--- config.mk ---
export PLATFORM = sky130hd
export DESIGN_NAME = perpendicular_lattice_vector_search
export DESIGN_NICKNAME = d
export VERILOG_FILES = /design/src/hw/rtl/plvs_pkg.sv /design/src/hw/rtl/plvs_datapath.sv /design/src/hw/rtl/plvs_ctrl.sv /design/src/hw/rtl/perpendicular_lattice_vector_search.sv
export SDC_FILE = /design/constraint.sdc
export NUM_CORES = 1
export LEC_CHECK = 0
export CELL_PAD_IN_SITES_DETAIL_PLACEMENT = 0
export CELL_PAD_IN_SITES_GLOBAL_PLACEMENT = 1
export CORE_MARGIN = 5
export CORE_UTILIZATION = 57
export DETAILED_ROUTE_END_ITERATION = 8
export DONT_BUFFER_PORTS = 1
export PLACE_DENSITY = 0.95
export SYNTH_ARGS = -nofsm -noshare
export SYNTH_HDL_FRONTEND = slang
export SYNTH_HIERARCHICAL = 1
export SYNTH_SLANG_ARGS = --single-unit
--- constraint.sdc ---
create_clock -name aclk -period 10.8 [get_ports aclk]
set_input_delay 0.54 -clock aclk [delete_from_list [all_inputs] [get_ports aclk]]
set_output_delay 0.54 -clock aclk [all_outputs]
set_load 0.02 [all_outputs]
--- src/hw/rtl/plvs_pkg.sv ---
// Shared types and constants for the perpendicular lattice vector search.
`timescale 1ns / 1ps
package plvs_pkg;

    localparam int IDX_W  = 4;   // Miller index width, two's complement
    localparam int COMP_W = 5;   // vector component width, two's complement
    localparam int BND_W  = 4;   // search bound, up to 14
    localparam int NRM_W  = 10;  // squared length, up to 3 * 14 * 14
    localparam int N_W    = 8;   // h*h + k*k + l*l, up to 192
    localparam int SQ_W   = 9;   // running square in the root search
    localparam int DOT_W  = 11;  // dot products, up to 3 * 14 * 14 in magnitude
    localparam int VEC_W  = 3 * COMP_W;

    // Commands from the controller to the datapath
    typedef struct packed {
        logic load;         // capture the index triple, start the root search
        logic sqrt_step;    // advance the root search by one
        logic scan_start;   // set up a scan over the cube
        logic scan_second;  // the scan being started is the second one
        logic out_load;     // load the result register
        logic found;        // found flag for the result being loaded
    } dp_cmd_t;

    // Status from the datapath to the controller
    typedef struct packed {
        logic zero_in;      // all three indices are zero
        logic sqrt_done;    // root search has settled
        logic scan_busy;    // scan counters or compare stage still active
        logic have_cand;    // the last scan found a candidate
    } dp_status_t;

    // One result item, found in the lowest bit
    typedef struct packed {
        logic signed [COMP_W-1:0] second_w;
        logic signed [COMP_W-1:0] second_v;
        logic signed [COMP_W-1:0] second_u;
        logic signed [COMP_W-1:0] first_w;
        logic signed [COMP_W-1:0] first_v;
        logic signed [COMP_W-1:0] first_u;
        logic                     found;
    } result_t;

endpackage

--- src/hw/rtl/plvs_datapath.sv ---
// Datapath: root search, cube scan counters, candidate test and result register.
`timescale 1ns / 1ps
module plvs_datapath (
    input  logic                                   aclk,
    input  logic                                   aresetn,
    input  logic signed [plvs_pkg::IDX_W-1:0]      in_h,
    input  logic signed [plvs_pkg::IDX_W-1:0]      in_k,
    input  logic signed [plvs_pkg::IDX_W-1:0]      in_l,
    input  plvs_pkg::dp_cmd_t                      cmd,
    output plvs_pkg::dp_status_t                   status,
    output plvs_pkg::result_t                      result
);

    localparam int CW = plvs_pkg::COMP_W;
    localparam int DW = plvs_pkg::DOT_W;

    logic signed [plvs_pkg::IDX_W-1:0] h_reg, k_reg, l_reg;
    logic [plvs_pkg::N_W-1:0]          n_reg;
    logic [plvs_pkg::BND_W-1:0]        root_reg;
    logic [plvs_pkg::SQ_W-1:0]         sq_reg;
    logic [plvs_pkg::BND_W-1:0]        bound_reg;
    logic signed [CW-1:0]              u_reg, v_reg, w_reg;
    logic                              active_reg;
    logic                              second_reg;
    logic                              pipe_valid_reg;
    logic                              cand_ok_reg;
    logic [plvs_pkg::NRM_W-1:0]        cand_nrm_reg;
    logic [plvs_pkg::VEC_W-1:0]        cand_vec_reg;
    logic                              have_reg;
    logic [plvs_pkg::NRM_W-1:0]        best_norm_reg;
    logic [plvs_pkg::VEC_W-1:0]        best_first_reg;
    logic [plvs_pkg::VEC_W-1:0]        best_second_reg;
    plvs_pkg::result_t                 result_reg;

    logic [2*plvs_pkg::IDX_W-1:0]      sq_h, sq_k, sq_l;
    logic [plvs_pkg::N_W-1:0]          n_in;
    logic signed [CW-1:0]              bnd_pos, bnd_neg;
    logic signed [CW-1:0]              start_neg;
    logic signed [DW-1:0]              ue, ve, we, he, ke, le, pu, pv, pw;
    logic signed [2*DW-1:0]            m_uh, m_vk, m_wl, m_up, m_vp, m_wp;
    logic signed [2*DW-1:0]            m_uu, m_vv, m_ww;
    logic [DW-1:0]                     dot_hkl, dot_prev;
    logic [plvs_pkg::NRM_W-1:0]        nrm;
    logic                              last_vec;
    logic                              take;

    // Squared length of the incoming index triple
    always_comb begin
        sq_h = 8'($signed(in_h) * $signed(in_h));
        sq_k = 8'($signed(in_k) * $signed(in_k));
        sq_l = 8'($signed(in_l) * $signed(in_l));
        n_in = sq_h + sq_k + sq_l;
    end

    assign bnd_pos   = CW'({1'b0, bound_reg});
    assign bnd_neg   = -bnd_pos;
    assign start_neg = -(CW'({1'b0, root_reg}) + CW'(1));
    assign last_vec  = (u_reg == bnd_pos) && (v_reg == bnd_pos) && (w_reg == bnd_pos);

    // Candidate test operands, sign-extended to the dot product width
    always_comb begin
        ue = {{(DW-CW){u_reg[CW-1]}}, u_reg};
        ve = {{(DW-CW){v_reg[CW-1]}}, v_reg};
        we = {{(DW-CW){w_reg[CW-1]}}, w_reg};
        he = {{(DW-plvs_pkg::IDX_W){h_reg[plvs_pkg::IDX_W-1]}}, h_reg};
        ke = {{(DW-plvs_pkg::IDX_W){k_reg[plvs_pkg::IDX_W-1]}}, k_reg};
        le = {{(DW-plvs_pkg::IDX_W){l_reg[plvs_pkg::IDX_W-1]}}, l_reg};
        if (second_reg) begin
            pu = {{(DW-CW){best_first_reg[3*CW-1]}}, best_first_reg[3*CW-1:2*CW]};
            pv = {{(DW-CW){best_first_reg[2*CW-1]}}, best_first_reg[2*CW-1:CW]};
            pw = {{(DW-CW){best_first_reg[CW-1]}}, best_first_reg[CW-1:0]};
        end else begin
            pu = '0;
            pv = '0;
            pw = '0;
        end
        m_uh = ue * he;
        m_vk = ve * ke;
        m_wl = we * le;
        m_up = ue * pu;
        m_vp = ve * pv;
        m_wp = we * pw;
        m_uu = ue * ue;
        m_vv = ve * ve;
        m_ww = we * we;
        dot_hkl  = m_uh[DW-1:0] + m_vk[DW-1:0] + m_wl[DW-1:0];
        dot_prev = m_up[DW-1:0] + m_vp[DW-1:0] + m_wp[DW-1:0];
        nrm      = m_uu[plvs_pkg::NRM_W-1:0] + m_vv[plvs_pkg::NRM_W-1:0]
                 + m_ww[plvs_pkg::NRM_W-1:0];
    end

    assign take = pipe_valid_reg && cand_ok_reg && (!have_reg || cand_nrm_reg < best_norm_reg);

    always_ff @(posedge aclk) begin
        if (!aresetn) begin
            active_reg     <= 1'b0;
            pipe_valid_reg <= 1'b0;
            have_reg       <= 1'b0;
            second_reg     <= 1'b0;
        end else begin
            if (cmd.load) begin
                h_reg    <= in_h;
                k_reg    <= in_k;
                l_reg    <= in_l;
                n_reg    <= n_in;
                root_reg <= '0;
                sq_reg   <= plvs_pkg::SQ_W'(1);
            end
            if (cmd.sqrt_step) begin
                // next square (r+2)^2 = (r+1)^2 + 2r + 3
                root_reg <= root_reg + plvs_pkg::BND_W'(1);
                sq_reg   <= sq_reg + plvs_pkg::SQ_W'({root_reg, 1'b1}) + plvs_pkg::SQ_W'(2);
            end

            // scan counters, w fastest
            pipe_valid_reg <= active_reg;
            if (cmd.scan_start) begin
                bound_reg     <= root_reg + plvs_pkg::BND_W'(1);
                u_reg         <= start_neg;
                v_reg         <= start_neg;
                w_reg         <= start_neg;
                active_reg    <= 1'b1;
                second_reg    <= cmd.scan_second;
                have_reg      <= 1'b0;
                best_norm_reg <= '0;
                if (cmd.scan_second) begin
                    best_second_reg <= '0;
                end else begin
                    best_first_reg <= '0;
                end
            end else if (active_reg) begin
                if (last_vec) begin
                    active_reg <= 1'b0;
                end else if (w_reg != bnd_pos) begin
                    w_reg <= w_reg + CW'(1);
                end else begin
                    w_reg <= bnd_neg;
                    if (v_reg != bnd_pos) begin
                        v_reg <= v_reg + CW'(1);
                    end else begin
                        v_reg <= bnd_neg;
                        u_reg <= u_reg + CW'(1);
                    end
                end
            end

            // compare stage: keep the first shortest candidate
            if (take) begin
                have_reg      <= 1'b1;
                best_norm_reg <= cand_nrm_reg;
                if (second_reg) begin
                    best_second_reg <= cand_vec_reg;
                end else begin
                    best_first_reg <= cand_vec_reg;
                end
            end
        end
    end

    // candidate stage and result register carry no reset
    always_ff @(posedge aclk) begin
        cand_ok_reg  <= (nrm != '0) && (dot_hkl == '0) && (dot_prev == '0);
        cand_nrm_reg <= nrm;
        cand_vec_reg <= {u_reg, v_reg, w_reg};
        if (cmd.out_load) begin
            result_reg.found <= cmd.found;
            if (cmd.found) begin
                result_reg.first_u  <= best_first_reg[3*CW-1:2*CW];
                result_reg.first_v  <= best_first_reg[2*CW-1:CW];
                result_reg.first_w  <= best_first_reg[CW-1:0];
                result_reg.second_u <= best_second_reg[3*CW-1:2*CW];
                result_reg.second_v <= best_second_reg[2*CW-1:CW];
                result_reg.second_w <= best_second_reg[CW-1:0];
            end else begin
                result_reg.first_u  <= '0;
                result_reg.first_v  <= '0;
                result_reg.first_w  <= '0;
                result_reg.second_u <= '0;
                result_reg.second_v <= '0;
                result_reg.second_w <= '0;
            end
        end
    end

    assign status.zero_in   = (h_reg == '0) && (k_reg == '0) && (l_reg == '0);
    assign status.sqrt_done = sq_reg > plvs_pkg::SQ_W'(n_reg);
    assign status.scan_busy = active_reg || pipe_valid_reg;
    assign status.have_cand = have_reg;
    assign result           = result_reg;

endmodule

--- src/hw/rtl/plvs_ctrl.sv ---
// Controller: sequences root search, up to two scans and the result handoff.
`timescale 1ns / 1ps
module plvs_ctrl (
    input  logic                 aclk,
    input  logic                 aresetn,
    input  logic                 s_tvalid,
    output logic                 s_tready,
    output logic                 m_tvalid,
    input  logic                 m_tready,
    input  plvs_pkg::dp_status_t status,
    output plvs_pkg::dp_cmd_t    cmd
);

    typedef enum logic [2:0] {
        ST_IDLE,
        ST_SQRT,
        ST_SCAN1,
        ST_SCAN2,
        ST_FINISH
    } state_t;

    state_t state_reg, state_next;
    logic   found_reg, found_next;
    logic   m_valid_reg, m_valid_next;

    always_comb begin
        state_next   = state_reg;
        found_next   = found_reg;
        cmd          = '0;
        cmd.found    = found_reg;
        m_valid_next = m_valid_reg && !m_tready;
        case (state_reg)
            ST_IDLE: begin
                if (s_tvalid) begin
                    cmd.load   = 1'b1;
                    state_next = ST_SQRT;
                end
            end
            ST_SQRT: begin
                if (status.zero_in) begin
                    found_next = 1'b0;
                    state_next = ST_FINISH;
                end else if (status.sqrt_done) begin
                    cmd.scan_start = 1'b1;
                    state_next     = ST_SCAN1;
                end else begin
                    cmd.sqrt_step = 1'b1;
                end
            end
            ST_SCAN1: begin
                if (!status.scan_busy) begin
                    if (status.have_cand) begin
                        cmd.scan_start  = 1'b1;
                        cmd.scan_second = 1'b1;
                        state_next      = ST_SCAN2;
                    end else begin
                        found_next = 1'b0;
                        state_next = ST_FINISH;
                    end
                end
            end
            ST_SCAN2: begin
                if (!status.scan_busy) begin
                    found_next = status.have_cand;
                    state_next = ST_FINISH;
                end
            end
            ST_FINISH: begin
                // hold until the result register is free
                if (!m_valid_reg || m_tready) begin
                    cmd.out_load = 1'b1;
                    m_valid_next = 1'b1;
                    state_next   = ST_IDLE;
                end
            end
            default: begin
                state_next = ST_IDLE;
            end
        endcase
    end

    always_ff @(posedge aclk) begin
        if (!aresetn) begin
            state_reg   <= ST_IDLE;
            found_reg   <= 1'b0;
            m_valid_reg <= 1'b0;
        end else begin
            state_reg   <= state_next;
            found_reg   <= found_next;
            m_valid_reg <= m_valid_next;
        end
    end

    assign s_tready = (state_reg == ST_IDLE);
    assign m_tvalid = m_valid_reg;

endmodule

--- src/hw/rtl/perpendicular_lattice_vector_search.sv ---
// Top level of the perpendicular lattice vector search block.
`timescale 1ns / 1ps
// Takes one Miller index triple (h,k,l) per item and returns one result item:
// the first shortest nonzero integer vector perpendicular to hkl and the first
// shortest vector perpendicular to both hkl and that vector, with found set
// when both exist. An all-zero triple, or a scan that finds nothing, returns
// found = 0 and all vector fields zero. Items are handled one at a time. With
// K = isqrt(h*h + k*k + l*l) + 1, an item runs a one-step-at-a-time root search
// that yields K, then two scans over the (2K+1)^3 points of the cube, one
// candidate per cycle through a two-stage test-and-compare path, then the
// result handoff. The scan counter that walks the cube dominates an item's
// running time. A finished result waits in the output register while the
// next item is already taken.
module perpendicular_lattice_vector_search (
    input  logic        aclk,
    input  logic        aresetn,
    input  logic        s_tvalid,
    output logic        s_tready,
    input  logic [15:0] s_tdata,   // miller_h [3:0], miller_k [7:4], miller_l [11:8], zero
    output logic        m_tvalid,
    input  logic        m_tready,
    output logic [31:0] m_tdata    // found [0], first_u [5:1], first_v [10:6],
                                   // first_w [15:11], second_u [20:16],
                                   // second_v [25:21], second_w [30:26], zero [31]
);

    plvs_pkg::dp_cmd_t    cmd;
    plvs_pkg::dp_status_t status;
    plvs_pkg::result_t    result;

    logic signed [plvs_pkg::IDX_W-1:0] in_h, in_k, in_l;

    // unpack the input item
    assign in_h = s_tdata[3:0];
    assign in_k = s_tdata[7:4];
    assign in_l = s_tdata[11:8];

    plvs_ctrl u_ctrl (
        .aclk     (aclk),
        .aresetn  (aresetn),
        .s_tvalid (s_tvalid),
        .s_tready (s_tready),
        .m_tvalid (m_tvalid),
        .m_tready (m_tready),
        .status   (status),
        .cmd      (cmd)
    );

    plvs_datapath u_datapath (
        .aclk    (aclk),
        .aresetn (aresetn),
        .in_h    (in_h),
        .in_k    (in_k),
        .in_l    (in_l),
        .cmd     (cmd),
        .status  (status),
        .result  (result)
    );

    // found in the lowest bit, pad the top bit
    assign m_tdata = {1'b0, result};

    // Never overwrite a result that has not been taken
    assert property (@(posedge aclk) disable iff (!aresetn)
        cmd.out_load |-> (!m_tvalid || m_tready))
        else $error("result register overwritten while held");

    // A failed search carries all-zero vectors
    assert property (@(posedge aclk) disable iff (!aresetn)
        (m_tvalid && !m_tdata[0]) |-> (m_tdata[30:1] == '0))
        else $error("failure result with nonzero vector fields");

    // One item at a time: no new item right after an accept
    assert property (@(posedge aclk) disable iff (!aresetn)
        (s_tvalid && s_tready) |=> !s_tready)
        else $error("input taken while previous item in work");

    // A scan is only started once the previous one has drained
    assert property (@(posedge aclk) disable iff (!aresetn)
        cmd.scan_start |-> !status.scan_busy)
        else $error("scan started while scan still busy");

endmodule
Yosys cells after proc, flatten, opt, wreduce, memory -nomap -nowiden
Index checks and enable logic that the tools add are counted.
- bits in registers: 158
- input port bits: 20
- output and inout bits: 34
- word-level logic and storage cells: 178
- $add $sub $neg: 17
- multipliers: 12
- order comparisons: 2
- equal/unequal tests: 19
- mux-type cells: 63
- reductions and logical operators: 35
- operators with widths (cell ; count):
    15-bit two-way mux ; 8
    5-bit two-way mux ; 14
    11-bit adder ; 4
    5-bit by 11-bit multiplier with 11-bit output ; 3
    11-bit two-way mux ; 3
    5-bit by 5-bit multiplier with 10-bit output ; 3
    5-bit by 4-bit multiplier with 9-bit output ; 3
    4-bit by 4-bit multiplier with 8-bit output ; 3
    11-bit zero test ; 2
    3-bit two-way mux ; 7
    10-bit adder ; 2
    10-bit two-way mux ; 2
    1-bit two-way mux ; 19
    9-bit two-way mux ; 2
    8-bit adder ; 2
    2-bit inequality test (second input constant) ; 8
    5-bit by 2-bit adder with 5-bit output (second input constant) ; 3
    5-bit equality test ; 3
    3-bit one-hot mux with 5 select lines ; 1
    5-bit AND reduction ; 3
    4-bit zero test ; 3
    10-bit less-than comparator ; 1
    5-bit inequality test ; 2
    10-bit nonzero test ; 1
    25 further kinds ; 46

Logic depth before layout (Yosys ltp)
- depth in word-level cells: 8
- mapped depth: 24

Cells and area by module
Netlist, hierarchy kept.
- by module, submodules not included (module ; times used ; cells an instance ; area an instance (um^2)):
    plvs_datapath ; 1 ; 1658 ; 17394.2
    plvs_ctrl ; 1 ; 39 ; 347.8
    perpendicular_lattice_vector_search ; 1 ; 2 ; 11.3

Worst setup path after synthesis
OpenSTA, ideal clock, no wires.
- kind: reg-to-reg
- start: register u_datapath.w_reg[4]
- end: register u_datapath.cand_ok_reg
- setup time: 0.112 ns
- data arrival time: 6.093 ns
- required time: 10.688 ns
- setup slack: 4.595 ns
- cell stages (with the launch flop): 20
- cells stage by stage: edfxtp_1 > buf_6 > clkinv_1 > a21oi_1 > fa_1 > fa_1 > inv_1 > fa_1 > fa_1 > fa_1 > inv_1 > fa_1 > ha_1 > nand2b_1 > o21ai_0 > nor4_1 > nand3_1 > nor4_1 > nand4_1 > a2111oi_1
- word-level cells in the longest chain between the ends: 5
- elaborated cells on any way between the ends: 11
- RTL lines (element ; RTL line ; text):
    from (decl) ; plvs_datapath.sv:22 ; logic signed [CW-1:0] u_reg, v_reg, w_reg;
    from (signal assigned) ; plvs_datapath.sv:121 ; w_reg <= start_neg;
    from (signal assigned) ; plvs_datapath.sv:135 ; w_reg <= w_reg + CW'(1);
    from (signal assigned) ; plvs_datapath.sv:137 ; w_reg <= bnd_neg;
    branches (longest 4 deep; another with 5-bit by 11-bit multiplier with 11-bit output) ; - ;
    1-bit logical AND (*) ; plvs_datapath.sv:162 ; cand_ok_reg <= (nrm != '0) && (dot_hkl == '0) && (dot_prev == '0);
    to (signal assigned) ; plvs_datapath.sv:162 ;
    to (decl) ; plvs_datapath.sv:26 ; logic cand_ok_reg;
Every way passes the cells marked *.
A chain may end at the register's enable or synchronous reset.

Worst setup path after layout
Same ends and word-level chain as after synthesis.

==> metrics.md <==
| Metric | Value |
|---|---|
| Post-DRT Antenna Nets | 0 |
| Async set or reset register ratio after synthesis | 0% |
| CP endpoint kind | flip-flop |
| Clk sinks | between 150 and 200 |
| Core Area | ~0.03 mm^2 |
| Residual DRC | 0 |
| Gpl congestion | 0.868 |
| CP startpoint kind | flip-flop |
| Final core occ | between 60% and 70% |
| Grt ovf | 0 |
| Syn_nets | 2,142 |
| Vias/cell | around 5.5 |
| Dominant synthesized flop cell | edfxtp_1 |
| Worst Path Max Fanout | 36 |
| Clock Tree Buf Depth | 2 |
| Top post-synthesis cells by area | fa_1 (30%), edfxtp_1 (21%), ha_1 (11%) |
| Vias | 11,443 |
| WP data arrival | 7.52 ns |
| Status | finished clean |
| Share of layout cells above drive strength 1 | ~4.5% |
| RSZ-0062 raised after global routing | false |
| H-tree level count | 4 |
| Top cell type by total area after synthesis | fa_1 |
| #FFs+latches synth | 158 |
| Worst-case reg-to-reg path depth | 19 |
| Initial DRC Count | between 700 and 800 |
| Die area | about 0.035 mm^2 |
| Final hold violation count | 0 |
| Largest register FFs | 31 |
| Post-synthesis average cell area | 10.4 um^2 |
| Netlist Area Pre-Place | 0.0178 mm^2 |
| Area grow syn2layout | 5.06% |
| Fin Clk Skew | 0.0143 ns |
| Total GRT Usage | 21.7% |
| Worst-path clk slew | 0.08 ns |
| Cell with the most instances after synthesis | inv_1 |
| Vias in the first global route | around 12,000 |
| First-pass GRT wire length | 61.5 mm |
| Post-synthesis cell type count | 72 |
| Layout net count | around 2,100 |
| Pin count of the biggest net entering global routing | 46 |
| HPWL Detailed | 28.8 mm |
| Clk Latency, worst-skew pair | about 0.44 ns |
| EDFF count, synth | ~120 |
| Setup TNS | 0 ns |
| Crit path kind | flip-flop to flip-flop |
| Row count | 64 |
| CTS tree | built |
| Post-Route WL | around 37 mm |
| Post-CTS Resized | 0 |
| Cells after Synth | around 1,700 |
| Share of the synthesized area in the top cell type | just under 30% |
| First-pass detailed-route iteration total | 7 |
| Min Tclk post-route | 7.19 ns |
| Register area share after synthesis | about a quarter |
| Initial Util | between 50% and 60% |
| Num CTS Buffers | 17 |
| Worst Hold Path Cells | 0 |
| CTS root buf | clkbuf_16 |
| Slew margin rel. | between 20% and 30% |
| Worst hold path type | input pin to flip-flop |
| DIE HEIGHT | 186 um |
| # IOs | 54 |
| # Post-CTS Setup Buffers | 0 |
| Worst EP required | around 11 ns |
| Inserted Diodes | 0 |
| I/O Buffers | 0 |
| Die X | roughly 190 um |
| Yosys warnings | 6 |
| Post-route clock period utilization | between 60 and 70% |
| Final setup violation count | 0 |
| Highest clock rate | 0.139 GHz |
| Slew Viols, Final | 0 |
| Worst slew pin tran | around 1.1 ns |
| Top cells by instance count after synthesis | inv_1 (369), fa_1 (264), ha_1 (159) |
| Drt wl/cell | roughly 18 um |
| Hold_buf cts | 0 |
| Initial antenna violation count | 1 |
| MaxCap Viol Count | 0 |
cell usage in the layout, fill, tap and decap left out, types with 10 or more instances in the layout:
cell type  count
inv_1        369
and3_1        30
and2_1        76
ha_1         159
nor3_1        10
nand3_1       45
dfxtp_1       34
xnor2_1       78
nand2b_1      15
edfxtp_1     123
nand2_1      141
clkbuf_16     17
a21boi_0      11
a21o_1        17
fa_1         264
xor2_1        27
nor2b_1       17
mux2i_1       33
buf_4         14
o21ai_0       25
a21oi_1       36
nor2_1        40
worst paths after layout:
kind | start | end | slack (ns)
worst min register to register | u_datapath/w_reg[0] | u_datapath/cand_vec_reg[0] | 0.52
worst min-delay path | s_tdata[5] | u_datapath/k_reg[1] | 0.20
worst max register to register | u_datapath/w_reg[4] | u_datapath/cand_ok_reg | 3.61
worst max-delay path | u_datapath/w_reg[4] | u_datapath/cand_ok_reg | 3.61
layout make-up:
cell class                 instances  area [um^2]
fill                            2438        12000
multi-input combinational       1114        11600
sequential                       158         4400
inverter                         375         1410
tap                              396          495
clock buffer                      17          425
clock inverter                    15          185
timing repair buffer              14          105
routing by layer:
| layer | routed length (um) | up-vias | GRT usage (%) | part of all wire [%] |
|---|---|---|---|---|
| met5 | 7 | - | 0 | 0.019 |
| met4 | 1270 | 2 | 6.92 | 3.5 |
| met3 | 2240 | 81 | 3.36 | 6.1 |
| met2 | 18300 | 364 | 37.3 | 50 |
| met1 | 14800 | 5695 | 28.3 | 40 |
| li1 | - | 5301 | - | - |
critical path, stage by stage, from the launching register on:
cell,delay (ns)
edfxtp_1,0.33
buf_4,0.44
clkinv_1,0.67
a21oi_1,0.42
fa_1,0.50
fa_1,0.59
inv_1,0.08
fa_1,0.51
fa_1,0.52
fa_1,0.54
inv_1,0.05
fa_1,0.49
ha_1,0.36
nand2b_1,0.12
o21ai_0,0.09
nor4_1,0.27
nand3_1,0.10
nor4_1,0.31
nand4_1,0.24
a2111oi_1,0.40
cells by family (layout without fill, tap and decap cells):
logic type / count (synthesis) / count (layout) / synth area share, %
and+or+nand+nor: 414 / 414 / 12.0
muxes: 39 / 39 / 2.24
AOI/OAI and AO/OA: 132 / 132 / 5.13
adders and majority gates: 423 / 423 / 41.0
DFF: 158 / 158 / 24.8
xor gates and xnor gates: 105 / 105 / 5.18
other: 1 / 1 / 0.0211
buffers and inverters: 427 / 421 / 9.71
stage by stage:
step | cell area [um^2] | instances | setup WS (ns) | hold slack, ns
floorplan | 17800 | 1699 | 4.60 | 0.346
global placement | 18000 | 2057 | 3.80 | 0.474
detailed placement | 18000 | 2057 | 3.63 | 0.481
CTS | 18700 | 2089 | 3.63 | 0.179
global route | 18700 | 2089 | 3.30 | 0.185
finish | 18700 | 2089 | 3.61 | 0.201
Power is not shown: default switching activity piles up to over one toggle a cycle in this logic, so the estimate is an artifact.
